`src/hdl/div128_pkg.sv`:
```
// Shared constants and types for the pipelined 128-bit divider.
// No dependencies; imported by every module of the core.
package div128_pkg;

    localparam int OPERAND_WIDTH_DEF = 128;
    localparam int HALF_W            = 64;
    localparam int FULL_W            = 2 * HALF_W;
    localparam int DATA_W            = 4 * HALF_W;

    localparam logic OPC_UNSIGNED = 1'b0;
    localparam logic OPC_SIGNED   = 1'b1;

    typedef struct packed {
        logic neg_q;
        logic neg_r;
        logic dbz;
    } ctl_t;

endpackage

```
`src/hdl/div128_prep.sv`:
```
// Input stage: masks operands to the operand width, takes magnitudes in
// signed mode, flags a zero divisor. Depends on div128_pkg.
module div128_prep
    import div128_pkg::*;
#(
    parameter int WIDTH = OPERAND_WIDTH_DEF
) (
    input  logic             aclk,
    input  logic             aresetn,
    input  logic             adv,
    input  logic             in_valid,
    input  logic             in_opcode,
    input  logic [FULL_W-1:0] in_dividend,
    input  logic [FULL_W-1:0] in_divisor,
    output logic             out_valid,
    output ctl_t             out_ctl,
    output logic [WIDTH-1:0] out_nq,
    output logic [WIDTH-1:0] out_dsr
);

    logic [WIDTH-1:0] n;
    logic [WIDTH-1:0] d;
    logic             n_neg;
    logic             d_neg;

    logic             valid_reg;
    ctl_t             ctl_reg;
    ctl_t             ctl_next;
    logic [WIDTH-1:0] nq_reg;
    logic [WIDTH-1:0] nq_next;
    logic [WIDTH-1:0] dsr_reg;
    logic [WIDTH-1:0] dsr_next;

    always_comb begin
        n        = in_dividend[WIDTH-1:0];
        d        = in_divisor[WIDTH-1:0];
        n_neg    = (in_opcode == OPC_SIGNED) && n[WIDTH-1];
        d_neg    = (in_opcode == OPC_SIGNED) && d[WIDTH-1];
        nq_next  = n_neg ? ('0 - n) : n;
        dsr_next = d_neg ? ('0 - d) : d;
        ctl_next.neg_q = n_neg ^ d_neg;
        ctl_next.neg_r = n_neg;
        ctl_next.dbz   = (d == '0);
    end

    always_ff @(posedge aclk) begin
        if (!aresetn) begin
            valid_reg <= 1'b0;
        end else if (adv) begin
            valid_reg <= in_valid;
        end
    end

    always_ff @(posedge aclk) begin
        if (adv) begin
            ctl_reg <= ctl_next;
            nq_reg  <= nq_next;
            dsr_reg <= dsr_next;
        end
    end

    assign out_valid = valid_reg;
    assign out_ctl   = ctl_reg;
    assign out_nq    = nq_reg;
    assign out_dsr   = dsr_reg;

endmodule

```
`config.mk`:
```
export PLATFORM = sky130hd
export DESIGN_NAME = div128_prep
export DESIGN_NICKNAME = d
export VERILOG_FILES = /design/src/hdl/div128_pkg.sv /design/src/hdl/div128_prep.sv
export SDC_FILE = /design/constraint.sdc
export NUM_CORES = 1
export LEC_CHECK = 0
export BUFFER_PORTS_ARGS = -buffer_cell sky130_fd_sc_hd__buf_2
export CORE_AREA = 10 10 196 198
export CTS_CLUSTER_SIZE = 20
export DETAILED_ROUTE_END_ITERATION = 12
export DIE_AREA = 0 0 206 208
export PLACE_DENSITY_LB_ADDON = 0.1
export SLEW_MARGIN = 20
export SYNTH_ARGS = -nofsm -noshare
export SYNTH_HDL_FRONTEND = slang
export SYNTH_SLANG_ARGS = --single-unit
```
`constraint.sdc`:
```
create_clock -name aclk -period 7.24 [get_ports aclk]
set_clock_uncertainty 0.2 [all_clocks]
set_input_delay 0.724 -clock aclk [delete_from_list [all_inputs] [get_ports aclk]]
set_output_delay 0.724 -clock aclk [all_outputs]
set_load 0.01 [all_outputs]
```
==> results of run 1 <==
==> critical path: stages <==
cell,delay (ns)
buf_2,0.12
nor4_1,0.83
nand4_1,0.51
or4_1,0.79
nor4_1,0.71
a31oi_1,0.21
xor2_1,0.19
==> power groups by stage <==
stage / Sequential, W / Combinational, W / Clock, W
6_report: 0.00191 / 0.000696 / 0.00154
5_1_grt: 0.00192 / 0.000750 / 0.00163
4_1_cts: 0.00191 / 0.000699 / 0.00157
3_5_place_dp: 0.00193 / 0.000697 / 0
3_3_place_gp: 0.00193 / 0.000691 / 0
2_1_floorplan: 0.00201 / 0.000202 / 0
==> cell type report <==
type                       count  area share
timing repair buffer         532       0.143
clock buffer                  33      0.0415
antenna                       10     0.00133
inverter                      15     0.00298
clock inverter                20      0.0105
tap                          455      0.0302
sequential                   260       0.413
multi-input combinational   1055       0.357
==> cells in the final DEF, fill, tap and decap left out, types with 5 or more instances in the layout <==
cell type,synthesis,final
edfxtp_1,259,259
nor3_1,76,76
and4_1,5,5
nor4_1,91,90
or2_2,11,11
clkbuf_16,0,31
or4_4,5,5
clkinv_1,0,9
xor2_1,135,135
o41ai_1,13,13
diode_2,0,10
o31ai_1,31,31
xnor2_1,115,115
and2_1,6,6
inv_1,15,14
nand4_1,45,45
or4_1,42,42
o21ai_0,43,43
nand3_1,29,29
and3_1,11,11
nor4b_1,9,9
or3_1,38,38
a21oi_1,72,72
buf_2,0,519
a31oi_1,32,32
nand2_1,69,67
nor2_1,138,138
buf_4,0,12
==> sequential cells by signal, summed over array words and instances (netlist names) <==
| name | flops |
|---|---|
| out_ctl | 3 |
| out_dsr | 128 |
| out_valid | 1 |
| out_nq | 128 |
==> layer usage <==
metal | GRT usage | wire length [um] | vias up
li1 | - | - | 6349
met1 | 0.318 | 23000 | 6649
met2 | 0.471 | 30800 | 740
met3 | 0.0716 | 5800 | 144
met4 | 0.0908 | 2000 | 18
met5 | 0 | 101 | -
==> cell families after synthesis <==
group | Yosys count | share of synthesized area
adder cells (fa/ha/maj) | 2 | 0.00170
XOR/XNOR | 250 | 0.149
buffers and inverters | 57 | 0.0145
flip-flops | 260 | 0.529
multiplexers | 1 | 0.000679
AO/OA/AOI/OAI | 202 | 0.0835
AND/OR/NAND/NOR | 600 | 0.222
==> how the worst min path moves through the flow <==
stage / start / to / slack [ns] / depth (start not counted)
after global routing: aresetn / out_valid$_SDFFE_PN0P_ / 0.19 / 2
after global placement: out_valid$_SDFFE_PN0P_ / out_valid$_SDFFE_PN0P_ / 0.30 / 2
final: aresetn / out_valid$_SDFFE_PN0P_ / 0.20 / 2
after floorplan: out_valid$_SDFFE_PN0P_ / out_valid$_SDFFE_PN0P_ / 0.34 / 2
after detailed placement: out_valid$_SDFFE_PN0P_ / out_valid$_SDFFE_PN0P_ / 0.31 / 2
after CTS: aresetn / out_valid$_SDFFE_PN0P_ / 0.18 / 2
==> through the flow <==
stage	cells	hold WS, ns
final	2380	0.197
after global routing	2379	0.190
after CTS	2370	0.175
after detailed placement	2317	0.311
after global placement	2317	0.301
after floorplan	1372	0.338
==> reports/results.ini, run 1 <==
[status]
status = complete, no violations

[timing]
fin_crit_sh = 0.549
tightest_slew_ns = 1.16
relSlewSlack = 0.222
rsz0062_at_grt = no
finalCriticalPeriod_ns = 3.97
fmax_ghz = 0.252
fin_tns_setup_ns = 0
final-hold-violation-count = 0
fin_ws_ns = 3.27
drv_slew = 0
finalSetupViolations = 0

[final_layout]
multi_input_area_mm2 = 0.00673
final_area_mm2 = 0.0189
fin_util = 0.549
fill_cells = 3178
drive_gt1_frac = 0.317
ff_latch_area_mm2 = 0.00780
nNetsFinal = 2157
area_delta_synth_final_pct = 28.1

[floorplanning]
die_h_um = 208
die_area_mm2 = 0.0428
fp-row-count = 68
chipWidth_um = 206
core_mm2 = 0.0344
io_pins = 521
start_util = 0.429

[synthesis]
synth_common_cells = 259 x edfxtp_1, 138 x nor2_1, 135 x xor2_1
syn_inst = 1372
yosysMostFrequentCell = edfxtp_1
async_flop_share = 0
synth_nets = 1635
yosysTopAreaCell = edfxtp_1
yosysTopAreaCellShare = 0.528
syn_area_per_cell_um2 = 10.7
yosysWarnings = 0
synthTopCellsByArea = edfxtp_1 53%, xor2_1 8.0%, xnor2_1 6.8%, nor4_1 3.9%, nor2_1 3.5%
synth-edff-count = 259
synth_cell_types = 45
synth_flop_cell = edfxtp_1
synth_area_mm2 = 0.0147
synth.ff_latch_count = 260
ys_seq_area_frac = 0.529

[grt]
overflow = 0
grt_max_degree = 83
grt_pass1_wl_mm = 89.4
grt_pass1_vias = 13800
track_usage = 0.272
antenna_found_initial = 18

[detailed_routing]
remaining_drc_errors = 0
first_pass_iters = 6
drtIter0Drc = 1159
vias = 13900
via_per_inst = 5.84
finalWirelength_mm = 61.7
ant_nets = 0
route.detailed.wl_per_inst_um = 25.9

[critical_path]
rrSetupSlack_ns = 6.45
crit_arrival_ns = 4.09
worst-endpoint-required_ns = 7.36
r2r_cells = 2
critPathKind = input pin to flop
timing.rr.start = out_valid$_SDFFE_PN0P_
cp-start-kind = input pin
worstSetupEndpointType = flop
r2r_end = out_valid$_SDFFE_PN0P_
crit_end = out_dsr[116]$_DFFE_PP_
crit_start = in_divisor[4]
cp_max_fo = 8

[pwr]
power_frac_seq = 0.460
power_density_mw_per_mm2 = 220
irDropWorstVdd_uv = 192
switching_power_w = 0.00112
p_int_w = 0.00303
power_w = 0.00414
p_clk_frac = 0.372
comb_power_share = 0.168
leakagePower_nw = 7.10
p_sw_frac = 0.270

[placed_design]
routabilityCongestion = 0.971
dp_hpwl_mm = 48.6
place_area_mm2 = 0.0179
io_buffers = 520
dpl_worst_slack_ns = 2.78

[clock_network]
cts_setup_buffers = 0
clk_latency_ns = 0.56
clockRootBuffer = clkbuf_16
cts_tree = yes
ctsResizeCount = 0
cts_made_buffers = 30
htreeDepth = 1
clock_path_buffers = 3
cts.sinks = 260
clkTransAtPathRegs_ns = 0.06
holdBufCountCts = 0

[hold_path]
worstHoldPathType = input pin to flop

[job]
max_cap_violations = 0

(Power assumes the default switching activity.)
==> run 2: changes to the inputs <==
--- a/config.mk
+++ b/config.mk
@@ -6,10 +6,10 @@
 export NUM_CORES = 1
 export LEC_CHECK = 0
 export BUFFER_PORTS_ARGS = -buffer_cell sky130_fd_sc_hd__buf_2
-export CORE_AREA = 10 10 196 198
+export CORE_AREA = 10 10 192 194
 export CTS_CLUSTER_SIZE = 20
 export DETAILED_ROUTE_END_ITERATION = 12
-export DIE_AREA = 0 0 206 208
+export DIE_AREA = 0 0 202 204
 export PLACE_DENSITY_LB_ADDON = 0.1
 export SLEW_MARGIN = 20
 export SYNTH_ARGS = -nofsm -noshare
==> constraint.sdc (replaced) <==
create_clock -name aclk -period 3.9 [get_ports aclk]
set_clock_uncertainty 0.2 [all_clocks]
set_input_delay 0.39 -clock aclk [delete_from_list [all_inputs] [get_ports aclk]]
set_output_delay 0.39 -clock aclk [all_outputs]
set_load 0.01 [all_outputs]
==> reports/results.ini, run 2 (same netlist as run 1, synthesis figures left out) <==
[critical_path]
cp-start-kind = input pin
crit_start = in_dividend[74]
worst-endpoint-required_ns = 4.02
timing.rr.start = out_valid$_SDFFE_PN0P_
cp_max_fo = 6
crit_arrival_ns = 3.65
critPathKind = input pin to flop
worstSetupEndpointType = flop

[detailed_routing]
route.detailed.wl_per_inst_um = 24.4
first_pass_iters = 6
vias = 15200
via_per_inst = 5.78
finalWirelength_mm = 63.9
remaining_drc_errors = 0
drtIter0Drc = 1367
ant_nets = 0

[clock_network]
cts_tree = yes
clk_latency_ns = 0.56
cts.sinks = 260
cts_made_buffers = 31
clock_path_buffers = 3
clkTransAtPathRegs_ns = 0.06
clockRootBuffer = clkbuf_16
htreeDepth = 1

[hold_path]
worstHoldPathType = input pin to flop
worst_hold_startpoint = in_divisor[71]

[grt]
antenna_found_initial = 1
grt_max_degree = 99
grt_pass1_vias = 15400
grt_pass1_wl_mm = 95.7
track_usage = 0.298
overflow = 0

[placed_design]
dp_hpwl_mm = 49.1
placed_cells = 2347
routabilityCongestion = 0.976
io_buffers = 520

[final_layout]
drive_gt1_frac = 0.297
layout_common_cells = 519 x buf_2, 259 x edfxtp_1, 217 x dlygate4sd3_1, 138 x nor2_1, 135 x xor2_1
nNetsFinal = 2412
fin_cells = 2621
area_delta_synth_final_pct = 44.5
final_common_cell = buf_2

[pwr]
leakagePower_nw = 8.19
power_density_mw_per_mm2 = 367
irDropWorstVdd_uv = 389

[timing]
final-hold-violation-count = 0
relSlewSlack = 0.362
fmax_ghz = 0.283
drv_slew = 0
fin_tns_setup_ns = 0
fin_crit_sh = 0.906
finalSetupViolations = 0
rsz0062_at_grt = no
tightest_slew_ns = 0.957
finalCriticalPeriod_ns = 3.53

[floorplanning]
fp-row-count = 67
chipWidth_um = 202
die_h_um = 204
start_util = 0.445
die_area_mm2 = 0.0412
io_pins = 521
core_mm2 = 0.0331

[status]
status = complete, no violations

[job]
max_cap_violations = 0

run 2: where the power goes:
part           switching (W)  internal [W]  leakage, nW  total [W]
clock network        0.00118       0.00158        0.456    0.00276
registers           0.000110       0.00344         2.54    0.00355
logic               0.000859      0.000639         5.19    0.00150
run 2: cell type report:
type,count,area (um^2)
Antenna cell,2,5.00
Multi-Input combinational cell,1055,6730
Clock inverter,19,151
Fill cell,2734,11800
Timing Repair Buffer,786,5190
Tap cell,448,561
Clock buffer,36,795
Inverter,15,56.3
Sequential cell,260,7800
run 2: what timing repair did:
item | in CTS | in global routing
resized for setup | 0 | 0
hold buffers | 217 | 0
endpoints found under the hold margin | 216 | 0
buffers inserted | 0 | 0
run 2: per-layer routing:
| layer | share of wire | vias up | GRT usage |
|---|---|---|---|
| met2 | 0.50 | 860 | 0.514 |
| met3 | 0.085 | 174 | 0.0644 |
| met5 | 0.00020 | - | 0 |
| met1 | 0.37 | 7250 | 0.348 |
| met4 | 0.047 | 2 | 0.136 |
| li1 | - | 6871 | - |
run 2: worst max-delay path: stages:
cell and delay [ns]:
dlygate4sd3_1 0.54, buf_2 0.16, or4_4 0.58, or4_4 0.55, or4_4 0.56, or4_4 0.46, o41ai_2 0.31, xnor2_1 0.09
run 2: path summary, 6_finish.rpt:
check                            to  slack, ns  cells past startpoint
max reg2reg  out_valid$_SDFFE_PN0P_       2.57                      3
max           out_nq[123]$_DFFE_PP_       0.37                      8
min reg2reg  out_valid$_SDFFE_PN0P_       0.85                      3
min           out_dsr[71]$_DFFE_PP_       0.02                      2
run 2: stage by stage:
| step | utilization | instance area [um^2] | setup slack, ns | total power [W] | hold WS [ns] |
|---|---|---|---|---|---|
| after detailed placement | 0.548 | 18200 | 0.347 | 0.00490 | 0.310 |
| after CTS | 0.643 | 21300 | 0.382 | 0.00784 | 0.000158 |
| after global routing | 0.643 | 21300 | 0.235 | 0.00809 | 0.00951 |
| after floorplan | - | 14700 | 0.608 | 0.00410 | 0.289 |
| final | 0.643 | 21300 | 0.368 | 0.00781 | 0.0212 |
| after global placement | 0.548 | 18200 | 0.381 | 0.00489 | 0.298 |
