[config.mk]
export PLATFORM = sky130hd
export DESIGN_NAME = div128_cell
export DESIGN_NICKNAME = d
export VERILOG_FILES = /design/src/hdl/div128_pkg.sv /design/src/hdl/div128_cell.sv
export SDC_FILE = /design/constraint.sdc
export NUM_CORES = 1
export LEC_CHECK = 0
export ABC_AREA = 1
export BUFFER_PORTS_ARGS = -buffer_cell sky130_fd_sc_hd__buf_2
export CAP_MARGIN = 20
export CORE_AREA = 10 10 293 295
export CTS_BUF_LIST = sky130_fd_sc_hd__clkbuf_8
export DETAILED_ROUTE_END_ITERATION = 7
export DIE_AREA = 0 0 303 305
export PLACE_DENSITY = 0.68
export SLEW_MARGIN = 20
export SYNTH_ARGS = -nofsm -noshare
export SYNTH_HDL_FRONTEND = slang
export SYNTH_SLANG_ARGS = --single-unit
[constraint.sdc]
create_clock -name aclk -period 4.3 [get_ports aclk]
set_input_delay 0.43 -clock aclk [delete_from_list [all_inputs] [get_ports aclk]]
set_output_delay 0.43 -clock aclk [all_outputs]
set_load 0.01 [all_outputs]
[src/hdl/div128_pkg.sv]
// Shared constants and types for the pipelined 128-bit divider.
// No dependencies; imported by every module of the core.
package div128_pkg;

    localparam int OPERAND_WIDTH_DEF = 128;
    localparam int HALF_W            = 64;
    localparam int FULL_W            = 2 * HALF_W;
    localparam int DATA_W            = 4 * HALF_W;

    localparam logic OPC_UNSIGNED = 1'b0;
    localparam logic OPC_SIGNED   = 1'b1;

    typedef struct packed {
        logic neg_q;
        logic neg_r;
        logic dbz;
    } ctl_t;

endpackage

[src/hdl/div128_cell.sv]
// One restoring division step: shifts the next dividend bit into the partial
// remainder, subtracts the divisor when it fits. Depends on div128_pkg.
module div128_cell
    import div128_pkg::*;
#(
    parameter int WIDTH = OPERAND_WIDTH_DEF
) (
    input  logic             aclk,
    input  logic             aresetn,
    input  logic             adv,
    input  logic             in_valid,
    input  ctl_t             in_ctl,
    input  logic [WIDTH-1:0] in_rem,
    input  logic [WIDTH-1:0] in_nq,
    input  logic [WIDTH-1:0] in_dsr,
    output logic             out_valid,
    output ctl_t             out_ctl,
    output logic [WIDTH-1:0] out_rem,
    output logic [WIDTH-1:0] out_nq,
    output logic [WIDTH-1:0] out_dsr
);

    logic [WIDTH:0]   rs;
    logic [WIDTH+1:0] diff;
    logic             fits;

    logic             valid_reg;
    ctl_t             ctl_reg;
    logic [WIDTH-1:0] rem_reg;
    logic [WIDTH-1:0] rem_next;
    logic [WIDTH-1:0] nq_reg;
    logic [WIDTH-1:0] nq_next;
    logic [WIDTH-1:0] dsr_reg;

    always_comb begin
        rs       = {in_rem, in_nq[WIDTH-1]};
        diff     = {1'b0, rs} - {2'b00, in_dsr};
        fits     = !diff[WIDTH+1];
        rem_next = fits ? diff[WIDTH-1:0] : rs[WIDTH-1:0];
        nq_next  = {in_nq[WIDTH-2:0], fits};
    end

    always_ff @(posedge aclk) begin
        if (!aresetn) begin
            valid_reg <= 1'b0;
        end else if (adv) begin
            valid_reg <= in_valid;
        end
    end

    always_ff @(posedge aclk) begin
        if (adv) begin
            ctl_reg <= in_ctl;
            rem_reg <= rem_next;
            nq_reg  <= nq_next;
            dsr_reg <= in_dsr;
        end
    end

    assign out_valid = valid_reg;
    assign out_ctl   = ctl_reg;
    assign out_rem   = rem_reg;
    assign out_nq    = nq_reg;
    assign out_dsr   = dsr_reg;

endmodule

==> metrics.yaml, run 1 <==
placed_design:
  placed_cells: 5871
  gp_congestion: 1.050
  port_buffers: 778
  dp_hpwl_um: 117400
  dp_slack_ns: 0.7132
  post_dp_cell_area_sq_um: 33310
die:
  die_w_um: 303
  die_h_um: 305
  die-area_sq_um: 92420
  ios: 779
  core_sq_um: 79900
  row_count: 104
  initial_core_util: 0.3526
route:
  routed_wl_um: 141300
  viasPerCell: 4.760
  ant_nets: 0
  drc: 0
  dr_total_vias: 29979
  drt-wirelength-per-cell_um: 22.43
  initialDrtViolationCount: 2713
  first_pass_iters: 6
worst_setup_path:
  slowest_stage: "nor2_1"
  path_common_cell: "nand2_1"
  cp_top_family: "simple AND/OR/NAND/NOR gates"
  crit_required_ns: 4.77
  startpoint_type: "input port"
  critPathMaxStageDelay_ns: 0.62
  crit_path_cell_trace: "dlygate4sd3_1, buf_2, inv_1, ha_1, nand2_1, nor2_1, nand2_1, nor2_1, nand2_1, inv_1, nand2_1, nand2_1, nand2_1, nand2_1, nand2_1, nand3_1, nand2_1"
  cp-end-kind: "flop"
  crit_arrival_ns: 3.89
  worstPathMaxFanout: 5
  worstSetupPathType: "input port to flop"
  cp_num_buf_inv: 4
timing:
  finalMaxSlewViolations: 0
  hold_ws_ns: 0.04673
  grt_setup_unrepaired: "no"
  slew_headroom: 0.4450
  layout_setup_ws_ns: 0.8830
  final-hold-violation-count: 0
  period_share: 0.7947
  worst-slew-pin-transition_ns: 0.8326
  fmax_mhz: 292.7
  setup_viol: 0
  fin_worst_skew_ns: 0
  tns_ns: 0
  final.min_clock_period_ns: 3.417
cts:
  numCtsBuffers: 75
  clockBufferDepth: 3
  post-cts-setup-buffers: 0
  htreeDepth: 3
  cts.clk_slew.worst_paths_ns: 0.07
  worst_skew_pair.late_latency_ns: 0.69
  cts_tree: "done"
  root_buffer: "clkbuf_8"
  cts_sinks: 388
global_route:
  grt_pass1_wl_um: 198800
  grt_pass1_vias: 29684
  antenna_found_initial: 22
  grt_max_degree: 128
  overflow: 0
  grt.total_usage: 0.2941
synth:
  synth_top_area_cell: "edfxtp_1"
  synth_edf_count: 387
  synth_common_cells: "1,651 x nand2_1, 930 x inv_1, 387 x edfxtp_1"
  async_flop_share: 0
  synth_area_leaders: "edfxtp_1 41%, nand2_1 22%, inv_1 12%"
  yosysMostFrequentCell: "nand2_1"
  seq_area_frac_synth: 0.4132
  synth_area_per_cell_sq_um: 6.945
  ys_seq_elements: 388
  synthCells: 4056
  synthDistinctLibCells: 35
  synthesis.nets: 4576
  syn_area_sq_um: 28170
  ys.flop_type: "edfxtp_1"
  yosysWarnings: 0
  yosys.area.top_type_share: 0.4125
power_and_ir_drop:
  p_leak_nw: 20.66
  ir_drop_v: 0.0002111
  power_density_nw_per_um2: 323.7
cells_and_area:
  drive_above_1_share: 0.1952
  layout.nets: 5694
  layoutNonFillerInstCount: 6298
  final_area_sq_um: 37610
  area_growth_pct: 33.52
worst_hold_path:
  holdCritPathClass: "input port to flop"
flow_run:
  maxCapViolations: 0
outcome:
  outcome: "completed"
## cells in the final DEF (no fill, tap or decap), types with 6 or more instances in the layout
master and instances:
buf_12 10, buf_4 9, xor2_1 62, a21oi_1 97
nand4_1 30, diode_2 12, o21ai_0 11, nor2_1 277
nand2_2 14, dlygate4sd3_1 286, nand2_1 1651, nand3_2 37
clkbuf_8 76, inv_1 946, nor2_4 9, nand3b_1 21
inv_2 37, nor3_1 31, nor2_2 22, clkinv_1 19
edfxtp_1 387, buf_2 777, clkinv_2 9, ha_1 128
nand3_1 241, o21bai_1 6
## repair_timing
action / in CTS / in global routing
endpoints found under the hold margin: 285 / 0
hold buffers: 286 / 0
endpoints found under the setup margin: 0 / 0
resized for setup: 0 / 0
## metal layers
layer  wire (um)  part of all wire  GRT usage
met1       51700              0.37     0.3263
met2       70500              0.50     0.5235
met3       11090             0.079    0.06047
met4        7858             0.056     0.1473
met5         113           0.00080          0
## where the power goes
part / switching (mW) / total (mW) / internal, mW / leakage [nW]
combinational: 2.47 / 3.73 / 1.26 / 16.1
clock: 1.83 / 3.68 / 1.85 / 0.774
sequential: 0.118 / 4.77 / 4.65 / 3.79
## worst paths after layout
check | start | end | slack (ns) | cells after the start
max | in_dsr[49] | out_rem[124]$_DFFE_PP_ | 0.88 | 17
min | in_rem[13] | out_rem[14]$_DFFE_PP_ | 0.05 | 3
max reg2reg | out_valid$_SDFFE_PN0P_ | out_valid$_SDFFE_PN0P_ | 3.12 | 3
min reg2reg | out_valid$_SDFFE_PN0P_ | out_valid$_SDFFE_PN0P_ | 1.09 | 3
## state kept, by name (all words and copies together), names as in the netlist
| signal | cells |
|---|---|
| out_ctl | 3 |
| out_dsr | 128 |
| out_nq | 128 |
| out_rem | 128 |
| out_valid | 1 |
## kinds of logic after synthesis
logic type | after synthesis | synth area share
AO/OA/AOI/OAI | 119 | 0.02190
XOR/XNOR | 63 | 0.01959
adder cells (fa/ha/maj) | 129 | 0.05756
buffers and inverters | 1012 | 0.1423
flip-flops | 388 | 0.4132
AND/OR/NAND/NOR | 2345 | 0.3454
## tightest hold or removal path: stages
cell and delay, ns:
buf_2 0.09, nand3_1 0.06, nand2_1 0.06
## area by class of cell
class	count	area [sq um]
fillers	8186	42280
multi-input cells	2656	12530
flip-flops and latches	388	11640
repair buffers	1083	7034
inverters	970	3641
well taps	1060	1326
clock buffers	76	1046
clock inverters	53	360.3
diodes	12	30.03
## through the flow
| step | util | power (mW) |
|---|---|---|
| CTS | 0.4704 | 12.24 |
| finish | 0.4708 | 12.18 |
| global placement | 0.4170 | 8.284 |
| detailed placement | 0.4170 | 8.312 |
| floorplan | - | 6.657 |
| global route | 0.4707 | 12.75 |
Note: power is estimated with default switching activity, not from simulation.
==> run 2, diff against run 1 <==
--- a/config.mk
+++ b/config.mk
@@ -5,14 +5,14 @@
 export SDC_FILE = /design/constraint.sdc
 export NUM_CORES = 1
 export LEC_CHECK = 0
-export ABC_AREA = 1
+export ABC_AREA = 0
 export BUFFER_PORTS_ARGS = -buffer_cell sky130_fd_sc_hd__buf_2
 export CAP_MARGIN = 20
-export CORE_AREA = 10 10 293 295
+export CORE_AREA = 10 10 299 301
 export CTS_BUF_LIST = sky130_fd_sc_hd__clkbuf_8
 export DETAILED_ROUTE_END_ITERATION = 7
-export DIE_AREA = 0 0 303 305
-export PLACE_DENSITY = 0.68
+export DIE_AREA = 0 0 309 311
+export PLACE_DENSITY = 0.59
 export SLEW_MARGIN = 20
 export SYNTH_ARGS = -nofsm -noshare
 export SYNTH_HDL_FRONTEND = slang
==> constraint.sdc (replaced) <==
create_clock -name aclk -period 2.9 [get_ports aclk]
set_input_delay 0.29 -clock aclk [delete_from_list [all_inputs] [get_ports aclk]]
set_output_delay 0.29 -clock aclk [all_outputs]
set_load 0.01 [all_outputs]
==> run 2 against run 1 <==
  * Area after synthesis is 22% lower
  * Count of clock-buffer cells in the layout is 1 lower
  * Critical path type unchanged
  * Non-clock buffer count is 734 higher
  * Highest routed layer unchanged
  * Final area is 1.0% higher
==> metrics.yaml, run 2 <==
die:
  core_sq_um: 83290  # +4.2%
  die-area_sq_um: 96100  # +4.0%
  die_w_um: 309  # +2.0%
  ios: 779  # unchanged
  initial_core_util: 0.2625  # -0.09008
  die_h_um: 311  # +2.0%
  row_count: 106  # +1.9%
worst_setup_path:
  cp_num_buf_inv: 6  # +2
  worstSetupPathType: "input port to flop"
  cp-end-kind: "flop"
  cp_top_family: "buffers and inverters"
  crit_path_cell_trace: "dlygate4sd3_1, buf_2, ha_1, inv_1, o21bai_1, a21o_1, a21o_1, a21oi_2, o21a_1, and3_4, nand3_2, nand2_4, clkinv_8, buf_12, buf_12, nor2_1, a21oi_1"
  critPathMaxStageDelay_ns: 0.55  # -0.07 ns
  worstPathMaxFanout: 26  # +21
  crit_arrival_ns: 3.29  # -0.60 ns
  r2r_slack_ns: 1.76  # -1.36 ns
  crit_start: "in_rem[114]"
  rr_endpoint: "out_valid$_SDFFE_PN0P_"
  rr_startpoint: "out_valid$_SDFFE_PN0P_"
  rr_worst_depth: 3  # unchanged
  slowest_stage: "dlygate4sd3_1"
  crit_required_ns: 3.34  # -1.43 ns
  startpoint_type: "input port"
worst_hold_path:
  min_from: "in_rem[61]"
  hold_depth: 4  # +1
  min_to: "out_rem[62]$_DFFE_PP_"
  holdCritPathClass: "input port to flop"
timing:
  final.min_clock_period_ns: 2.842
  hold_ws_ns: 0.07486  # +0.02813 ns
  setup_viol: 0  # unchanged
  fin_worst_skew_ns: 0  # unchanged
  worst-slew-pin-transition_ns: 0.6569  # -0.1757 ns
  final-hold-violation-count: 0  # unchanged
  fmax_mhz: 351.9
  slew_headroom: 0.5621  # +0.1171
  layout_setup_ws_ns: 0.05795  # -0.8250 ns
  period_share: 0.9800
  finalMaxSlewViolations: 0  # unchanged
synth:
  yosys.area.top_type_share: 0.5315  # +0.1190
  seq_area_frac_synth: 0.5324  # +0.1192
  synth_common_cells: "387 x edfxtp_1, 297 x a21oi_1, 224 x nor2_1"
  synthesis.nets: 2635  # -42%
  yosysWarnings: 0  # unchanged
  synth_top_area_cell: "edfxtp_1"
  synth_edf_count: 387  # unchanged
  synth-compound-area-share: 0.1760  # +0.1541
  synth_top_family_by_area: "compound AO/OA/AOI/OAI gates"
  ys.flop_type: "edfxtp_1"
  synthCells: 2115  # -48%
  synth-simple-area-share: 0.1270  # -0.2184
  synth_area_leaders: "edfxtp_1 53%, ha_1 7.3%, a21oi_1 6.8%"
  async_flop_share: 0  # unchanged
  synth.area.mux_share: 0.001431  # +0.001431
  synth-adder-area-share: 0.07416  # +0.01660
  synth_area_per_cell_sq_um: 10.34  # +49%
  synthDistinctLibCells: 82  # +130%
  ys_seq_elements: 388  # unchanged
  syn_area_sq_um: 21860  # -22%
  yosys.area_share.xor_xnor: 0.04526  # +0.02568
  yosysMostFrequentCell: "edfxtp_1"
power_and_ir_drop:
  power_density_nw_per_um2: 503.4  # +56%
  p_leak_nw: 17.23  # -17%
  ir_drop_v: 0.0004390  # +110%
placed_design:
  port_buffers: 778  # unchanged
  dp_slack_ns: -1.161  # -1.874 ns
  dp_hpwl_um: 86910  # -26%
  gp_congestion: 0.9131  # -13%
cells_and_area:
  final_common_cell: "buf_2"
  mostFrequentLayoutCells: "770 x buf_2, 640 x buf_4, 387 x edfxtp_1"
  n_fill_cell: 7880  # -3.7%
  area_growth_pct: 73.75
  layout.nets: 4464  # -22%
  multi_input_area_sq_um: 9869  # -21%
  drive_above_1_share: 0.4179  # +0.2227
  seqCellArea_sq_um: 11640  # unchanged
  final_util: 0.4561  # -0.01467
cts:
  numCtsBuffers: 74  # -1.3%
  cts_tree: "done"
  htreeDepth: 3  # unchanged
  worst_skew_pair.late_latency_ns: 0.69  # about the same
  cts_sinks: 388  # unchanged
  root_buffer: "clkbuf_8"
  cts.clk_slew.worst_paths_ns: 0.06  # about the same
  clockBufferDepth: 3  # unchanged
global_route:
  overflow: 0  # unchanged
  grt.total_usage: 0.2183  # -0.07586
  grt_pass1_wl_um: 157700  # -21%
  antenna_found_initial: 35  # +59%
  grt_max_degree: 76  # -41%
  grt_pass1_vias: 24510  # -17%
route:
  viasPerCell: 4.679  # -1.7%
  drc: 0  # unchanged
  routed_wl_um: 110100  # -22%
  first_pass_iters: 5  # -1
  drt-wirelength-per-cell_um: 21.65  # -3.5%
  initialDrtViolationCount: 1721  # -37%
  ant_nets: 0  # unchanged
  dr_total_vias: 23787  # -21%
flow_run:
  maxCapViolations: 0  # unchanged
outcome:
  outcome: "completed"
## run 2: layout make-up
cell class | instances | share of cell area
Timing Repair Buffer | 1817 | 0.3409
Sequential cell | 388 | 0.3064
Multi-Input combinational cell | 1485 | 0.2598
Tap cell | 1080 | 0.03557
Clock buffer | 75 | 0.02717
Inverter | 178 | 0.01792
Clock inverter | 51 | 0.01159
Antenna cell | 10 | 0.0006587
## run 2: timing repair
action,CTS,global route
hold endpoints to repair,377,0
hold buffers,379,0
gates resized for setup,15,112
pin swaps,5,31
cloned,1,1
endpoints found under the setup margin,49,125
buffers inserted,3,15
## run 2: worst reg2reg max path, stage by stage (launching register included)
cell and delay, ns:
dfxtp_1 0.30, mux2i_1 0.12, nor2b_1 0.05, dlygate4sd3_1 0.55
## run 2: stage by stage
stage                     cell area, sq um  setup TNS [ns]  total power [mW]  instances
final                                37990               0             19.12       5084
after global routing                 37970         -0.5494             20.07       5077
after detailed placement             31970         -100.04             12.86       4549
after global placement               31970          -98.47             12.84       4549
after floorplan                      22020       -0.008829             9.611       2115
after CTS                            37360               0             19.11       5058
## run 2: worst max path at each step
stage | to | slack (ns) | depth (start not counted)
5_1_grt | out_rem[112]$_DFFE_PP_ | -0.09 | 16
6_report | out_rem[8]$_DFFE_PP_ | 0.06 | 17
3_5_place_dp | out_rem[104]$_DFFE_PP_ | -1.16 | 18
4_1_cts | out_rem[114]$_DFFE_PP_ | 0.007 | 17
3_3_place_gp | out_rem[122]$_DFFE_PP_ | -1.13 | 18
2_1_floorplan | out_rem[87]$_DFFE_PP_ | -0.009 | 14
## run 2: cells by family (layout without fill, tap and decap cells)
kind of cell / after synthesis / count (layout)
AO/OA/AOI/OAI: 632 / 632
flip-flops: 388 / 388
AND/OR/NAND/NOR: 608 / 608
buffers and inverters: 242 / 2121
other: 0 / 10
multiplexers: 3 / 3
XOR/XNOR: 113 / 113
adder cells (fa/ha/maj): 129 / 129
## run 2: routing by layer
layer	vias to the layer above	wire, um	global-route usage
met4	32	3491	0.07135
met1	11247	42800	0.2532
li1	11435	-	-
met3	189	10590	0.07701
met2	884	52940	0.3697
met5	-	233	0
## run 2: where the power goes
group          switching [mW]  internal (mW)  total, mW
clock                    2.65           3.06       5.70
sequential              0.184           6.94       7.12
combinational            3.34           2.95       6.30
total                    6.17           13.0       19.1
