==> config.mk <==
export PLATFORM = sky130hd
export DESIGN_NAME = div128_fin
export DESIGN_NICKNAME = d
export VERILOG_FILES = /design/src/hdl/div128_pkg.sv /design/src/hdl/div128_fin.sv
export SDC_FILE = /design/constraint.sdc
export NUM_CORES = 1
export LEC_CHECK = 0
export BUFFER_PORTS_ARGS = -buffer_cell sky130_fd_sc_hd__buf_2
export CAP_MARGIN = 10
export CORE_AREA = 2 2 201 203
export CTS_CLUSTER_SIZE = 25
export DETAILED_ROUTE_END_ITERATION = 8
export DIE_AREA = 0 0 203 205
export PLACE_DENSITY = 0.68
export SYNTH_ARGS = -nofsm -noshare
export SYNTH_HDL_FRONTEND = slang
export SYNTH_SLANG_ARGS = --single-unit
==> constraint.sdc <==
create_clock -name aclk -period 10.8 [get_ports aclk]
set_input_delay 2.16 -clock aclk [delete_from_list [all_inputs] [get_ports aclk]]
set_output_delay 2.16 -clock aclk [all_outputs]
set_load 0.01 [all_outputs]
==> src/hdl/div128_pkg.sv <==
// Shared constants and types for the pipelined 128-bit divider.
// No dependencies; imported by every module of the core.
package div128_pkg;

    localparam int OPERAND_WIDTH_DEF = 128;
    localparam int HALF_W            = 64;
    localparam int FULL_W            = 2 * HALF_W;
    localparam int DATA_W            = 4 * HALF_W;

    localparam logic OPC_UNSIGNED = 1'b0;
    localparam logic OPC_SIGNED   = 1'b1;

    typedef struct packed {
        logic neg_q;
        logic neg_r;
        logic dbz;
    } ctl_t;

endpackage

==> src/hdl/div128_fin.sv <==
// Output stage: restores signs, forces zeros on a zero divisor and holds the
// result beat for the master side. Depends on div128_pkg.
module div128_fin
    import div128_pkg::*;
#(
    parameter int WIDTH = OPERAND_WIDTH_DEF
) (
    input  logic              aclk,
    input  logic              aresetn,
    input  logic              adv,
    input  logic              in_valid,
    input  ctl_t              in_ctl,
    input  logic [WIDTH-1:0]  in_rem,
    input  logic [WIDTH-1:0]  in_quo,
    output logic              out_valid,
    output logic [DATA_W-1:0] out_data,
    output logic              out_dbz
);

    logic [WIDTH-1:0]  q;
    logic [WIDTH-1:0]  r;
    logic [FULL_W-1:0] q_ext;
    logic [FULL_W-1:0] r_ext;

    logic              valid_reg;
    logic [DATA_W-1:0] data_reg;
    logic [DATA_W-1:0] data_next;
    logic              dbz_reg;

    always_comb begin
        q = in_ctl.neg_q ? ('0 - in_quo) : in_quo;
        r = in_ctl.neg_r ? ('0 - in_rem) : in_rem;
        q_ext = '0;
        r_ext = '0;
        if (!in_ctl.dbz) begin
            q_ext[WIDTH-1:0] = q;
            r_ext[WIDTH-1:0] = r;
        end
        data_next = {r_ext[HALF_W-1:0], r_ext[FULL_W-1:HALF_W],
                     q_ext[HALF_W-1:0], q_ext[FULL_W-1:HALF_W]};
    end

    always_ff @(posedge aclk) begin
        if (!aresetn) begin
            valid_reg <= 1'b0;
        end else if (adv) begin
            valid_reg <= in_valid;
        end
    end

    always_ff @(posedge aclk) begin
        if (adv) begin
            data_reg <= data_next;
            dbz_reg  <= in_ctl.dbz;
        end
    end

    assign out_valid = valid_reg;
    assign out_data  = data_reg;
    assign out_dbz   = dbz_reg;

endmodule

==> results of run 1 <==
registers in the layout (all words and copies together) (netlist names):
signal	cells
out_valid	1
out_data	256
out_dbz	1
cells in the mapped netlist, drive strengths merged (7+ instances only):
library cell	n	share of area
nand2	75	0.017
nand3	41	0.013
and3	7	0.0026
mux2	23	0.016
o31ai	85	0.039
clkbuf	95	0.022
nor2	283	0.064
mux2i	14	0.0085
nor4	55	0.024
or3	73	0.028
o41ai	78	0.042
or2	25	0.0095
xor2	203	0.11
nand2b	14	0.0053
a21oi	13	0.0039
nor3	63	0.020
inv	13	0.0029
or4	73	0.035
nor3b	12	0.0054
nand4	28	0.011
nor2b	29	0.011
edfxtp	257	0.47
o21ai	49	0.015
worst max-delay path, stage by stage:
cell and delay, ns:
buf_2 0.12, or4_1 0.66, nor4_1 0.68, nand3_1 0.88
nor4_2 0.81, mux2i_1 0.25, o311ai_1 0.11
logic make-up (layout without fill, tap and decap cells):
logic type / after synthesis / after routing / synth area share
mux: 37 / 37 / 0.0241
fa+ha+maj: 2 / 2 / 0.00151
flops: 258 / 258 / 0.468
xor+xnor: 208 / 208 / 0.110
buf+inv: 113 / 605 / 0.0259
other cells: 0 / 12 / 0
simple gates: 806 / 806 / 0.260
compound gates: 250 / 250 / 0.111
metal layers:
layer / part of all wire / vias up / GRT usage
met3: 0.10 / 192 / 0.0716
li1: - / 7301 / -
met1: 0.37 / 7845 / 0.361
met2: 0.48 / 962 / 0.506
met5: 0.0010 / - / 0
met4: 0.043 / 10 / 0.126
report_power, final:
part	internal, uW	total (uW)	leakage, uW	switching (uW)
Clock	667	1110	0.000499	448
Combinational	184	491	0.00465	307
Sequential	1210	1240	0.00249	30.3
Total	2060	2850	0.00764	785
cell type report:
class | count | share of cell area
sequential | 258 | 0.374
clock buffer | 34 | 0.0380
inverter | 13 | 0.00236
antenna | 12 | 0.00145
timing repair buffer | 535 | 0.134
multi-input combinational | 1303 | 0.405
tap | 525 | 0.0318
clock inverter | 23 | 0.0135
worst paths after layout:
path,slack (ns),depth (start not counted),startpoint,endpoint
setup / recovery,5.43,7,in_quo[20],out_data[62]
hold / removal,0.52,2,out_valid,out_valid
setup reg to reg,10.21,2,out_valid,out_valid
hold reg to reg,0.52,2,out_valid,out_valid
stage by stage:
stage,hold WS [ns],worst slack [ns]
after floorplan,0.538,5.83
after global placement,0.499,5.00
after detailed placement,0.510,4.89
after CTS,0.523,5.56
after global routing,0.535,5.31
final,0.522,5.43
==> flow_summary.html, run 1 <==
<table>
<tr><th>Metric</th><th>Value</th></tr>
<tr><th colspan="2">Route</th></tr>
<tr><td>DR iter-0 viols</td><td>1414</td></tr>
<tr><td>DRT antenna net count</td><td>0</td></tr>
<tr><td>DRT Pass-1 Iters</td><td>7</td></tr>
<tr><td>Average vias per placed instance</td><td>6.03</td></tr>
<tr><td>Average wire length per cell after detail routing</td><td>24.0 um</td></tr>
<tr><td>Number of design rule violations left after detail routing</td><td>0</td></tr>
<tr><td>Routed vias</td><td>16300</td></tr>
<tr><td>Total Wirelength</td><td>65000 um</td></tr>
<tr><th colspan="2">Critical path</th></tr>
<tr><td>Critical path type</td><td>input port to flop</td></tr>
<tr><td>Startpoint types</td><td>input port</td></tr>
<tr><td>Maximum fanout encountered on the critical timing path</td><td>14</td></tr>
<tr><td>Worst EP required</td><td>11.10 ns</td></tr>
<tr><td>CP arrival</td><td>5.67 ns</td></tr>
<tr><td>Worst setup EP type</td><td>flop</td></tr>
<tr><th colspan="2">Global route</th></tr>
<tr><td>Overflow left after global routing</td><td>0</td></tr>
<tr><td>Global-route usage over all layers</td><td>0.298</td></tr>
<tr><td>First-pass GRT wire length</td><td>94900 um</td></tr>
<tr><td>Initial antenna violation count</td><td>19</td></tr>
<tr><td>Pin count of the biggest net entering global routing</td><td>169</td></tr>
<tr><td>Via count of the first global-routing pass</td><td>15700</td></tr>
<tr><th colspan="2">Final layout</th></tr>
<tr><td>Area overhead of the layout relative to synthesis</td><td>25.0%</td></tr>
<tr><td>Register area</td><td>7740 um^2</td></tr>
<tr><td>Net count reported at finish</td><td>2407</td></tr>
<tr><td>Multi-input gate area</td><td>8380 um^2</td></tr>
<tr><td>Final standard cell area without fillers</td><td>20700 um^2</td></tr>
<tr><td>Share of the core filled with cells</td><td>0.526</td></tr>
<tr><td>Most frequent standard cell in the layout excluding fill and tap cells</td><td>buf_2</td></tr>
<tr><td>Final-layout fill cell count</td><td>3659</td></tr>
<tr><td>Layout cells sized above 1</td><td>0.301</td></tr>
<tr><td>Commonest cells after routing, fill and taps aside</td><td>buf_2, nor2_1, edfxtp_1</td></tr>
<tr><td>Non-Filler Instances</td><td>2703</td></tr>
<tr><th colspan="2">Floorplanning</th></tr>
<tr><td>I/O pin count</td><td>521</td></tr>
<tr><td>Effective utilization at floorplan</td><td>0.420</td></tr>
<tr><td>Die area</td><td>41600 um^2</td></tr>
<tr><td>Width of the die</td><td>203 um</td></tr>
<tr><td>Core region area</td><td>39400 um^2</td></tr>
<tr><td>Die outline height</td><td>205 um</td></tr>
<tr><td>Core Rows</td><td>73</td></tr>
<tr><th colspan="2">Place</th></tr>
<tr><td>Weighted congestion reported at the end of routability-driven placement</td><td>0.975</td></tr>
<tr><td>Half-perimeter wire length after placement</td><td>48500 um</td></tr>
<tr><td>Placed Instance Area</td><td>19600 um^2</td></tr>
<tr><td>Count of input and output buffers</td><td>520</td></tr>
<tr><td>Instance count after placement with tap cells included</td><td>2634</td></tr>
<tr><th colspan="2">Power and ir drop</th></tr>
<tr><td>Power per Cell Area</td><td>138 nW/um^2</td></tr>
<tr><td>Worst voltage drop across the vdd grid</td><td>0.118 mV</td></tr>
<tr><td>Power, Total</td><td>2850 uW</td></tr>
<tr><td>Leakage Power</td><td>0.00764 uW</td></tr>
<tr><th colspan="2">STA</th></tr>
<tr><td>Clock period minus final worst setup slack</td><td>5.37 ns</td></tr>
<tr><td>Unrepaired setup endpoints after global routing</td><td>no</td></tr>
<tr><td>Setup-violating endpoint count in the final report</td><td>0</td></tr>
<tr><td>Setup skew after layout</td><td>0 ns</td></tr>
<tr><td>Slew HR</td><td>0.266</td></tr>
<tr><td>Final total negative setup slack</td><td>0 ns</td></tr>
<tr><td>Number of hold violations in the final report</td><td>0</td></tr>
<tr><td>Transition at the pin with the smallest max-transition slack</td><td>1.10 ns</td></tr>
<tr><td>Peak Freq</td><td>186 MHz</td></tr>
<tr><td>Ratio of final minimum period to clock period</td><td>0.497</td></tr>
<tr><td>Number of pins exceeding their max-slew limit in the final report</td><td>0</td></tr>
<tr><th colspan="2">Logic synthesis</th></tr>
<tr><td>Synthesized area divided by synthesized cell count</td><td>9.89 um^2</td></tr>
<tr><td>Post-synth EDFFs</td><td>257</td></tr>
<tr><td>Total of flip-flops plus latches after synthesis</td><td>258</td></tr>
<tr><td>FFs w/ async S/R, synth</td><td>0</td></tr>
<tr><td>Cells after Synth</td><td>1674</td></tr>
<tr><td>Most common flop cell mapped by yosys</td><td>edfxtp_1</td></tr>
<tr><td>Net Count, Synth</td><td>1939</td></tr>
<tr><td>Mapped Area</td><td>16500 um^2</td></tr>
<tr><td>Synthesis Warnings</td><td>0</td></tr>
<tr><td>Synth cell types</td><td>56</td></tr>
<tr><td>Share of synthesized area occupied by flip-flops and latches</td><td>0.468</td></tr>
<tr><th colspan="2">Clocking</th></tr>
<tr><td>Clock latency of the later-clocked register in the worst-skew pair</td><td>0.58 ns</td></tr>
<tr><td>H-tree levels</td><td>1</td></tr>
<tr><td>Cts repair resizes</td><td>0</td></tr>
<tr><td>TritonCTS clock tree</td><td>done</td></tr>
<tr><td>Cts bufs inserted</td><td>31</td></tr>
<tr><td>Hold buffer count at CTS</td><td>0</td></tr>
<tr><td>Total number of clock tree sinks</td><td>258</td></tr>
<tr><td>Register clock-pin slew on the reported worst setup and hold paths</td><td>0.06 ns</td></tr>
<tr><td>Clock Root Buffer</td><td>clkbuf_16</td></tr>
<tr><td>Largest buffer count on any clock path</td><td>3</td></tr>
<tr><td>Postcts setup bufs</td><td>0</td></tr>
<tr><th colspan="2">Flow run</th></tr>
<tr><td>Max-cap check violation count</td><td>0</td></tr>
<tr><th colspan="2">Outcome</th></tr>
<tr><td>Result of the run</td><td>completed</td></tr>
<tr><th colspan="2">Worst hold path</th></tr>
<tr><td>Path category of the worst min-delay check</td><td>flop to flop</td></tr>
</table>
(Power assumes the default switching activity.)
==> run 2, diff against run 1 <==
--- a/config.mk
+++ b/config.mk
@@ -5,13 +5,15 @@
 export SDC_FILE = /design/constraint.sdc
 export NUM_CORES = 1
 export LEC_CHECK = 0
+export ABC_AREA = 1
 export BUFFER_PORTS_ARGS = -buffer_cell sky130_fd_sc_hd__buf_2
 export CAP_MARGIN = 10
-export CORE_AREA = 2 2 201 203
+export CORE_ASPECT_RATIO = 1.25
+export CORE_MARGIN = 1
+export CORE_UTILIZATION = 45
 export CTS_CLUSTER_SIZE = 25
 export DETAILED_ROUTE_END_ITERATION = 8
-export DIE_AREA = 0 0 203 205
-export PLACE_DENSITY = 0.68
+export PLACE_DENSITY = 0.7
 export SYNTH_ARGS = -nofsm -noshare
 export SYNTH_HDL_FRONTEND = slang
 export SYNTH_SLANG_ARGS = --single-unit
==> constraint.sdc (replaced) <==
create_clock -name aclk -period 4.95 [get_ports aclk]
set_input_delay 0.99 -clock aclk [delete_from_list [all_inputs] [get_ports aclk]]
set_output_delay 0.99 -clock aclk [all_outputs]
set_load 0.01 [all_outputs]
==> run 2 against run 1 <==
Net effect:
- clock-buffer cell count fell by 2
- synthesized cell count is 70% higher
- sequential cell count did not move
- worst setup slack got worse by 3.3 ns
- highest routed layer unchanged
==> flow_summary.html, run 2 <==
<table>
<tr><th>Metric</th><th>Value</th></tr>
<tr><th colspan="2">Outcome</th></tr>
<tr><td>Result of the run</td><td>completed</td></tr>
<tr><th colspan="2">Logic synthesis</th></tr>
<tr><td>Total of flip-flops plus latches after synthesis</td><td>258 (unchanged)</td></tr>
<tr><td>Mapped Area</td><td>18700 um^2 (+13%)</td></tr>
<tr><td>FFs w/ async S/R, synth</td><td>0 (unchanged)</td></tr>
<tr><td>Cells after Synth</td><td>2851 (+70%)</td></tr>
<tr><td>Share of synthesized area occupied by flip-flops and latches</td><td>0.413 (-0.0541)</td></tr>
<tr><td>Most instantiated cells after synthesis</td><td>nor2_1, nand2_1, edfxtp_1</td></tr>
<tr><td>Library cell occupying the most area in the post-synthesis netlist</td><td>edfxtp_1</td></tr>
<tr><td>Synth cell types</td><td>34 (-39%)</td></tr>
<tr><td>Synth top area share</td><td>0.412 (-0.0540)</td></tr>
<tr><td>Net Count, Synth</td><td>3116 (+61%)</td></tr>
<tr><td>Most common flop cell mapped by yosys</td><td>edfxtp_1</td></tr>
<tr><td>Synthesis Warnings</td><td>0 (unchanged)</td></tr>
<tr><td>Synthesized area divided by synthesized cell count</td><td>6.56 um^2 (-34%)</td></tr>
<tr><td>Leading post-synthesis cells by cell area</td><td>edfxtp_1, nor2_1, nand2_1</td></tr>
<tr><td>Post-synth EDFFs</td><td>257 (unchanged)</td></tr>
<tr><td>Count leader, synth</td><td>nor2_1</td></tr>
<tr><th colspan="2">Critical path</th></tr>
<tr><td>Number of cells on the worst reg-to-reg path</td><td>2 (unchanged)</td></tr>
<tr><td>Startpoint types</td><td>input port</td></tr>
<tr><td>Worst setup EP type</td><td>flop</td></tr>
<tr><td>Reg2Reg Launch Point</td><td>out_valid</td></tr>
<tr><td>FF-to-FF End</td><td>out_valid</td></tr>
<tr><td>Reg2reg setup slack</td><td>4.32 ns (-5.89 ns)</td></tr>
<tr><td>Maximum fanout encountered on the critical timing path</td><td>4 (-10)</td></tr>
<tr><td>CP arrival</td><td>3.17 ns (-2.50 ns)</td></tr>
<tr><td>Worst EP required</td><td>5.30 ns (-5.80 ns)</td></tr>
<tr><td>Critical path type</td><td>input port to flop</td></tr>
<tr><th colspan="2">Global route</th></tr>
<tr><td>Global-route usage over all layers</td><td>0.422 (+0.124)</td></tr>
<tr><td>Overflow left after global routing</td><td>0 (unchanged)</td></tr>
<tr><td>Pin count of the biggest net entering global routing</td><td>131 (-22%)</td></tr>
<tr><td>First-pass GRT wire length</td><td>130000 um (+37%)</td></tr>
<tr><td>Via count of the first global-routing pass</td><td>21100 (+35%)</td></tr>
<tr><td>Initial antenna violation count</td><td>13 (-6)</td></tr>
<tr><th colspan="2">Final layout</th></tr>
<tr><td>Area overhead of the layout relative to synthesis</td><td>21.8%</td></tr>
<tr><td>Layout cells sized above 1</td><td>0.188 (-0.113)</td></tr>
<tr><td>Non-Filler Instances</td><td>3931 (+45%)</td></tr>
<tr><td>Register area</td><td>7740 um^2 (unchanged)</td></tr>
<tr><td>Most frequent standard cell in the layout excluding fill and tap cells</td><td>nor2_1</td></tr>
<tr><td>Multi-input gate area</td><td>9740 um^2 (+16%)</td></tr>
<tr><td>Net count reported at finish</td><td>3614 (+50%)</td></tr>
<tr><td>Final standard cell area without fillers</td><td>22800 um^2 (+10%)</td></tr>
<tr><td>Commonest cells after routing, fill and taps aside</td><td>nor2_1, nand2_1, buf_2</td></tr>
<tr><td>Number of flip-flops under the largest register name</td><td>256 (unchanged)</td></tr>
<tr><td>Final-layout fill cell count</td><td>3949 (+7.9%)</td></tr>
<tr><th colspan="2">STA</th></tr>
<tr><td>Number of hold violations in the final report</td><td>0 (unchanged)</td></tr>
<tr><td>Setup-violating endpoint count in the final report</td><td>0 (unchanged)</td></tr>
<tr><td>Ratio of final minimum period to clock period</td><td>0.569</td></tr>
<tr><td>Transition at the pin with the smallest max-transition slack</td><td>1.10 ns (-0.00150 ns)</td></tr>
<tr><td>Final worst slack</td><td>2.13 ns (-3.30 ns)</td></tr>
<tr><td>Peak Freq</td><td>355 MHz</td></tr>
<tr><td>Number of pins exceeding their max-slew limit in the final report</td><td>0 (unchanged)</td></tr>
<tr><td>Slew HR</td><td>0.266 (about the same)</td></tr>
<tr><td>Unrepaired setup endpoints after global routing</td><td>no</td></tr>
<tr><td>Final total negative setup slack</td><td>0 ns (unchanged)</td></tr>
<tr><td>Clock period minus final worst setup slack</td><td>2.82 ns</td></tr>
<tr><td>Setup skew after layout</td><td>0 ns (unchanged)</td></tr>
<tr><th colspan="2">Clocking</th></tr>
<tr><td>TritonCTS clock tree</td><td>done</td></tr>
<tr><td>Register clock-pin slew on the reported worst setup and hold paths</td><td>0.06 ns (about the same)</td></tr>
<tr><td>Clock Root Buffer</td><td>clkbuf_16</td></tr>
<tr><td>Total number of clock tree sinks</td><td>258 (unchanged)</td></tr>
<tr><td>Largest buffer count on any clock path</td><td>3 (unchanged)</td></tr>
<tr><td>Clock latency of the later-clocked register in the worst-skew pair</td><td>0.59 ns (about the same)</td></tr>
<tr><td>Hold buffer count at CTS</td><td>0 (unchanged)</td></tr>
<tr><td>Postcts setup bufs</td><td>0 (unchanged)</td></tr>
<tr><td>Cts bufs inserted</td><td>28 (-9.7%)</td></tr>
<tr><td>H-tree levels</td><td>1 (unchanged)</td></tr>
<tr><td>Cts repair resizes</td><td>0 (unchanged)</td></tr>
<tr><th colspan="2">Floorplanning</th></tr>
<tr><td>Die area</td><td>42400 um^2 (+1.9%)</td></tr>
<tr><td>Effective utilization at floorplan</td><td>0.456 (+0.0358)</td></tr>
<tr><td>Core region area</td><td>41000 um^2 (+4.2%)</td></tr>
<tr><td>Width of the die</td><td>184 um (-9.2%)</td></tr>
<tr><td>Die outline height</td><td>230 um (+12%)</td></tr>
<tr><td>I/O pin count</td><td>521 (unchanged)</td></tr>
<tr><td>Core Rows</td><td>83 (+14%)</td></tr>
<tr><th colspan="2">Worst hold path</th></tr>
<tr><td>Path category of the worst min-delay check</td><td>flop to flop</td></tr>
<tr><td>Min-Delay Startpoint</td><td>out_valid</td></tr>
<tr><td>WHS Path Cells</td><td>2 (unchanged)</td></tr>
<tr><td>Hold Path Sink</td><td>out_valid</td></tr>
<tr><th colspan="2">Place</th></tr>
<tr><td>Count of input and output buffers</td><td>520 (unchanged)</td></tr>
<tr><td>Worst setup slack after placement</td><td>1.72 ns (-3.17 ns)</td></tr>
<tr><td>Instance count after placement with tap cells included</td><td>3871 (+47%)</td></tr>
<tr><td>Placed Instance Area</td><td>21900 um^2 (+12%)</td></tr>
<tr><td>Half-perimeter wire length after placement</td><td>74000 um (+53%)</td></tr>
<tr><td>Weighted congestion reported at the end of routability-driven placement</td><td>1.07 (+9.8%)</td></tr>
<tr><th colspan="2">Route</th></tr>
<tr><td>Average wire length per cell after detail routing</td><td>23.1 um (-3.7%)</td></tr>
<tr><td>Routed vias</td><td>22300 (+37%)</td></tr>
<tr><td>DR iter-0 viols</td><td>2465 (+74%)</td></tr>
<tr><td>Total Wirelength</td><td>91000 um (+40%)</td></tr>
<tr><td>DRT antenna net count</td><td>0 (unchanged)</td></tr>
<tr><td>Number of design rule violations left after detail routing</td><td>0 (unchanged)</td></tr>
<tr><td>Average vias per placed instance</td><td>5.67 (-6.0%)</td></tr>
<tr><td>DRT Pass-1 Iters</td><td>8 (+1)</td></tr>
<tr><th colspan="2">Power and ir drop</th></tr>
<tr><td>Sw Ratio</td><td>0.312 (+0.0366)</td></tr>
<tr><td>Leakage Power</td><td>0.00975 uW (+28%)</td></tr>
<tr><td>Worst voltage drop across the vdd grid</td><td>0.269 mV (+130%)</td></tr>
<tr><td>Proportion of power drawn by combinational gates</td><td>0.202 (+0.030)</td></tr>
<tr><td>Cell internal power dissipation</td><td>4210 uW (+100%)</td></tr>
<tr><td>Clock network power share</td><td>0.356 (-0.035)</td></tr>
<tr><td>Power per Cell Area</td><td>268 nW/um^2 (+95%)</td></tr>
<tr><td>Sequential fraction of design power</td><td>0.442 (+0.006)</td></tr>
<tr><td>P_sw</td><td>1910 uW (+140%)</td></tr>
<tr><th colspan="2">Flow run</th></tr>
<tr><td>Max-cap check violation count</td><td>0 (unchanged)</td></tr>
</table>
[run 2: power groups by stage]
stage | registers, uW | logic [uW] | clock network [uW]
2_1_floorplan | 2820 | 470 | 0
3_3_place_gp | 2740 | 1190 | 0
3_5_place_dp | 2740 | 1200 | 0
4_1_cts | 2700 | 1210 | 2180
5_1_grt | 2710 | 1320 | 2260
6_report | 2700 | 1240 | 2180
[run 2: critical path, cell delays in order]
cell     delay (ns)
buf_2          0.14
nor2_1         0.18
nand3_1        0.25
nor2_1         0.45
nand2_1        0.36
o21ai_0        0.52
nand3_1        0.15
nand2_1        0.08
nor2_1         0.04
[run 2: metrics by stage]
stage	hold WS (ns)	util	total power (uW)
after CTS	0.538	0.555	6090
after detailed placement	0.522	0.533	3940
final	0.535	0.556	6110
after global routing	0.579	0.555	6290
after floorplan	0.555	-	3290
after global placement	0.519	0.533	3930
[run 2: routing by layer]
layer / global-route usage / vias to the layer above / routed length (um)
met5: 0 / - / 43
met3: 0.0703 / 364 / 8380
li1: - / 10300 / -
met1: 0.456 / 10100 / 30800
met2: 0.701 / 1559 / 42200
met4: 0.386 / 6 / 9540
[run 2: logic make-up after synthesis]
kind of cell / Yosys count / synth area share
AOI/OAI and AO/OA: 333 / 0.0923
and+or+nand+nor: 1944 / 0.427
buffers and inverters: 314 / 0.0660
DFF: 258 / 0.413
adders and majority gates: 2 / 0.00134
[run 2: how the worst max path moves through the flow]
stage,start,end
after floorplan,in_rem[0],out_data[128]
after global placement,in_quo[68],out_data[45]
after detailed placement,in_quo[68],out_data[45]
after CTS,in_quo[68],out_data[45]
after global routing,in_rem[89],out_data[176]
final,in_quo[68],out_data[5]
[run 2: layout make-up]
cell class,instances,area share
clock buffer,32,0.0314
timing repair buffer,530,0.120
tap,552,0.0303
sequential,258,0.340
inverter,252,0.0417
multi-input combinational,2279,0.427
antenna,10,0.00110
clock inverter,18,0.00867
==> run 3, diff against run 2 <==
--- a/config.mk
+++ b/config.mk
@@ -5,14 +5,13 @@
 export SDC_FILE = /design/constraint.sdc
 export NUM_CORES = 1
 export LEC_CHECK = 0
-export ABC_AREA = 1
+export ABC_AREA = 0
 export BUFFER_PORTS_ARGS = -buffer_cell sky130_fd_sc_hd__buf_2
 export CAP_MARGIN = 10
-export CORE_ASPECT_RATIO = 1.25
-export CORE_MARGIN = 1
-export CORE_UTILIZATION = 45
+export CORE_AREA = 2 2 201 203
 export CTS_CLUSTER_SIZE = 25
 export DETAILED_ROUTE_END_ITERATION = 8
+export DIE_AREA = 0 0 203 205
 export PLACE_DENSITY = 0.7
 export SYNTH_ARGS = -nofsm -noshare
 export SYNTH_HDL_FRONTEND = slang
==> constraint.sdc (replaced) <==
create_clock -name aclk -period 2.5 [get_ports aclk]
set_input_delay 0.5 -clock aclk [delete_from_list [all_inputs] [get_ports aclk]]
set_output_delay 0.5 -clock aclk [all_outputs]
set_load 0.01 [all_outputs]
==> run 3 against run 2 <==
Net effect:
- the flow now finishes with violations (setup timing)
- via count is 17% lower
- die area is 1.9% lower
- wire length fell by 19%
- sequential share of layout area fell by 5.1 points
==> flow_summary.html, run 3 (synthesis gave the netlist of run 1 again) <==
<table>
<tr><th>Metric</th><th>Value</th></tr>
<tr><th colspan="2">Route</th></tr>
<tr><td>DR iter-0 viols</td><td>1180 (-52%)</td></tr>
<tr><td>DRT antenna net count</td><td>0 (unchanged)</td></tr>
<tr><td>Number of design rule violations left after detail routing</td><td>0 (unchanged)</td></tr>
<tr><td>Average vias per placed instance</td><td>5.68 (+0.14%)</td></tr>
<tr><td>Average wire length per cell after detail routing</td><td>22.6 um (-2.2%)</td></tr>
<tr><td>Total Wirelength</td><td>73400 um (-19%)</td></tr>
<tr><td>Routed vias</td><td>18400 (-17%)</td></tr>
<tr><td>DRT Pass-1 Iters</td><td>6 (-2)</td></tr>
<tr><th colspan="2">Critical path</th></tr>
<tr><td>Worst setup EP type</td><td>flop</td></tr>
<tr><td>CP arrival</td><td>3.22 ns (+0.05 ns)</td></tr>
<tr><td>Maximum fanout encountered on the critical timing path</td><td>2 (-2)</td></tr>
<tr><td>Worst EP required</td><td>2.84 ns (-2.46 ns)</td></tr>
<tr><td>Critical path type</td><td>input port to flop</td></tr>
<tr><td>Startpoint types</td><td>input port</td></tr>
<tr><th colspan="2">STA</th></tr>
<tr><td>Number of hold violations in the final report</td><td>0 (unchanged)</td></tr>
<tr><td>Slew HR</td><td>0.514 (+0.248)</td></tr>
<tr><td>Unrepaired setup endpoints after global routing</td><td>yes</td></tr>
<tr><td>Clock period minus final worst setup slack</td><td>2.89 ns</td></tr>
<tr><td>Final total negative setup slack</td><td>-2.29 ns (-2.29 ns)</td></tr>
<tr><td>Setup skew after layout</td><td>0 ns (unchanged)</td></tr>
<tr><td>Ratio of final minimum period to clock period</td><td>1.15</td></tr>
<tr><td>Peak Freq</td><td>347 MHz</td></tr>
<tr><td>Transition at the pin with the smallest max-transition slack</td><td>0.729 ns (-0.371 ns)</td></tr>
<tr><td>Number of pins exceeding their max-slew limit in the final report</td><td>0 (unchanged)</td></tr>
<tr><td>Setup-violating endpoint count in the final report</td><td>14 (+14)</td></tr>
<tr><td>Final worst slack</td><td>-0.385 ns (-2.52 ns)</td></tr>
<tr><th colspan="2">Power and ir drop</th></tr>
<tr><td>Power per Cell Area</td><td>465 nW/um^2 (+73%)</td></tr>
<tr><td>Leakage Power</td><td>0.0111 uW (+14%)</td></tr>
<tr><td>Power, Total</td><td>12500 uW (+100%)</td></tr>
<tr><td>Worst voltage drop across the vdd grid</td><td>0.574 mV (+110%)</td></tr>
<tr><th colspan="2">Floorplanning</th></tr>
<tr><td>Die area</td><td>41600 um^2 (-1.9%)</td></tr>
<tr><td>Core region area</td><td>39400 um^2 (-4.0%)</td></tr>
<tr><td>Core Rows</td><td>73 (-12%)</td></tr>
<tr><td>Effective utilization at floorplan</td><td>0.420 (-0.0358)</td></tr>
<tr><td>I/O pin count</td><td>521 (unchanged)</td></tr>
<tr><td>Width of the die</td><td>203 um (+10%)</td></tr>
<tr><td>Die outline height</td><td>205 um (-11%)</td></tr>
<tr><th colspan="2">Place</th></tr>
<tr><td>Instance count after placement with tap cells included</td><td>3147 (-19%)</td></tr>
<tr><td>Half-perimeter wire length after placement</td><td>57500 um (-22%)</td></tr>
<tr><td>Count of input and output buffers</td><td>520 (unchanged)</td></tr>
<tr><td>Weighted congestion reported at the end of routability-driven placement</td><td>0.954 (-11%)</td></tr>
<tr><th colspan="2">Final layout</th></tr>
<tr><td>Layout cells sized above 1</td><td>0.515 (+0.327)</td></tr>
<tr><td>Final-layout fill cell count</td><td>3048 (-23%)</td></tr>
<tr><td>Area overhead of the layout relative to synthesis</td><td>62.2%</td></tr>
<tr><td>Net count reported at finish</td><td>2941 (-19%)</td></tr>
<tr><td>Commonest cells after routing, fill and taps aside</td><td>buf_4, buf_2, nor2_1</td></tr>
<tr><td>Number of flip-flops under the largest register name</td><td>256 (unchanged)</td></tr>
<tr><td>Share of the core filled with cells</td><td>0.682 (+0.126)</td></tr>
<tr><td>Non-Filler Instances</td><td>3242 (-18%)</td></tr>
<tr><td>Most frequent standard cell in the layout excluding fill and tap cells</td><td>buf_4</td></tr>
<tr><th colspan="2">Clocking</th></tr>
<tr><td>Largest buffer count on any clock path</td><td>3 (unchanged)</td></tr>
<tr><td>Clock latency of the later-clocked register in the worst-skew pair</td><td>0.59 ns (about the same)</td></tr>
<tr><td>Total number of clock tree sinks</td><td>258 (unchanged)</td></tr>
<tr><td>Register clock-pin slew on the reported worst setup and hold paths</td><td>0.06 ns (about the same)</td></tr>
<tr><td>Cts bufs inserted</td><td>30 (+7.1%)</td></tr>
<tr><td>H-tree levels</td><td>1 (unchanged)</td></tr>
<tr><td>TritonCTS clock tree</td><td>done</td></tr>
<tr><td>Clock Root Buffer</td><td>clkbuf_16</td></tr>
<tr><th colspan="2">Outcome</th></tr>
<tr><td>Result of the run</td><td>finished, violations left</td></tr>
<tr><td>Violated checks</td><td>setup timing</td></tr>
<tr><th colspan="2">Global route</th></tr>
<tr><td>Global-route usage over all layers</td><td>0.340 (-0.0816)</td></tr>
<tr><td>Initial antenna violation count</td><td>24 (+11)</td></tr>
<tr><td>Via count of the first global-routing pass</td><td>18400 (-13%)</td></tr>
<tr><td>Pin count of the biggest net entering global routing</td><td>133 (+1.5%)</td></tr>
<tr><td>Overflow left after global routing</td><td>0 (unchanged)</td></tr>
<tr><td>First-pass GRT wire length</td><td>108000 um (-17%)</td></tr>
<tr><th colspan="2">Worst hold path</th></tr>
<tr><td>Path category of the worst min-delay check</td><td>input port to flop</td></tr>
<tr><th colspan="2">Flow run</th></tr>
<tr><td>Max-cap check violation count</td><td>0 (unchanged)</td></tr>
</table>
==> run 3: changes by cell type in the layout (fill, tap and decap cells not counted), sizes merged, moves of 55 or more <==
cell   change
buf      +540
nand3    -195
nor4      +55
o21ai     -82
o41ai     +78
inv      -242
a21oi    -168
nand2    -722
or3       +73
or4       +73
o31ai     +84
xor2     +203
nor2     -550
==> run 3: layout make-up <==
cell class              instances  area [um^2]  area share
clock buffers                  41          823      0.0307
clock inverters                14          119     0.00443
inverters                      13         48.8     0.00182
well taps                     525          657      0.0245
repair buffers               1070         7160       0.267
diodes                         18         45.0     0.00168
flip-flops and latches        258         7740       0.288
multi-input cells            1303        10300       0.382
==> run 3: repair_timing <==
item	4_1_cts	5_1_grt
setup endpoints to repair	30	57
pin swaps	11	24
setup buffers	12	13
resized for setup	43	56
hold buffers	0	0
==> run 3: metal layers <==
layer / up-vias / part of all wire / track usage
met5: - / 0.0012 / 0
met3: 209 / 0.078 / 0.0710
met4: 12 / 0.053 / 0.178
met2: 894 / 0.50 / 0.596
li1: 8414 / - / -
met1: 8887 / 0.37 / 0.391
==> run 3: through the flow <==
step	setup WS, ns	hold slack (ns)	instance area (um^2)
after floorplan	-0.814	0.538	18300
after global placement	-0.973	0.490	25200
after detailed placement	-1.01	0.514	25200
after CTS	-0.367	0.111	26400
after global routing	-0.396	0.161	26800
final	-0.385	0.133	26800
==> run 3: final timing paths <==
check                                start           end  slack (ns)  depth (start not counted)
worst max-delay path            in_quo[89]  out_data[52]       -0.39                          7
worst min-delay path               aresetn     out_valid        0.13                          2
worst max register to register   out_valid     out_valid        1.90                          2
worst min register to register   out_valid     out_valid        0.53                          2
==> run 3: critical path: stages <==
cell and delay (ns):
buf_6 0.09, or4_4 0.56, or4_4 0.46, or4_4 0.50, or4_4 0.54, o41ai_2 0.22, mux2_1 0.35
==> run 3: report_power, final <==
| group | switching, uW | internal, uW | total (uW) |
|---|---|---|---|
| registers | 148 | 5240 | 5380 |
| logic | 1530 | 1220 | 2750 |
| clock network | 1860 | 2490 | 4350 |
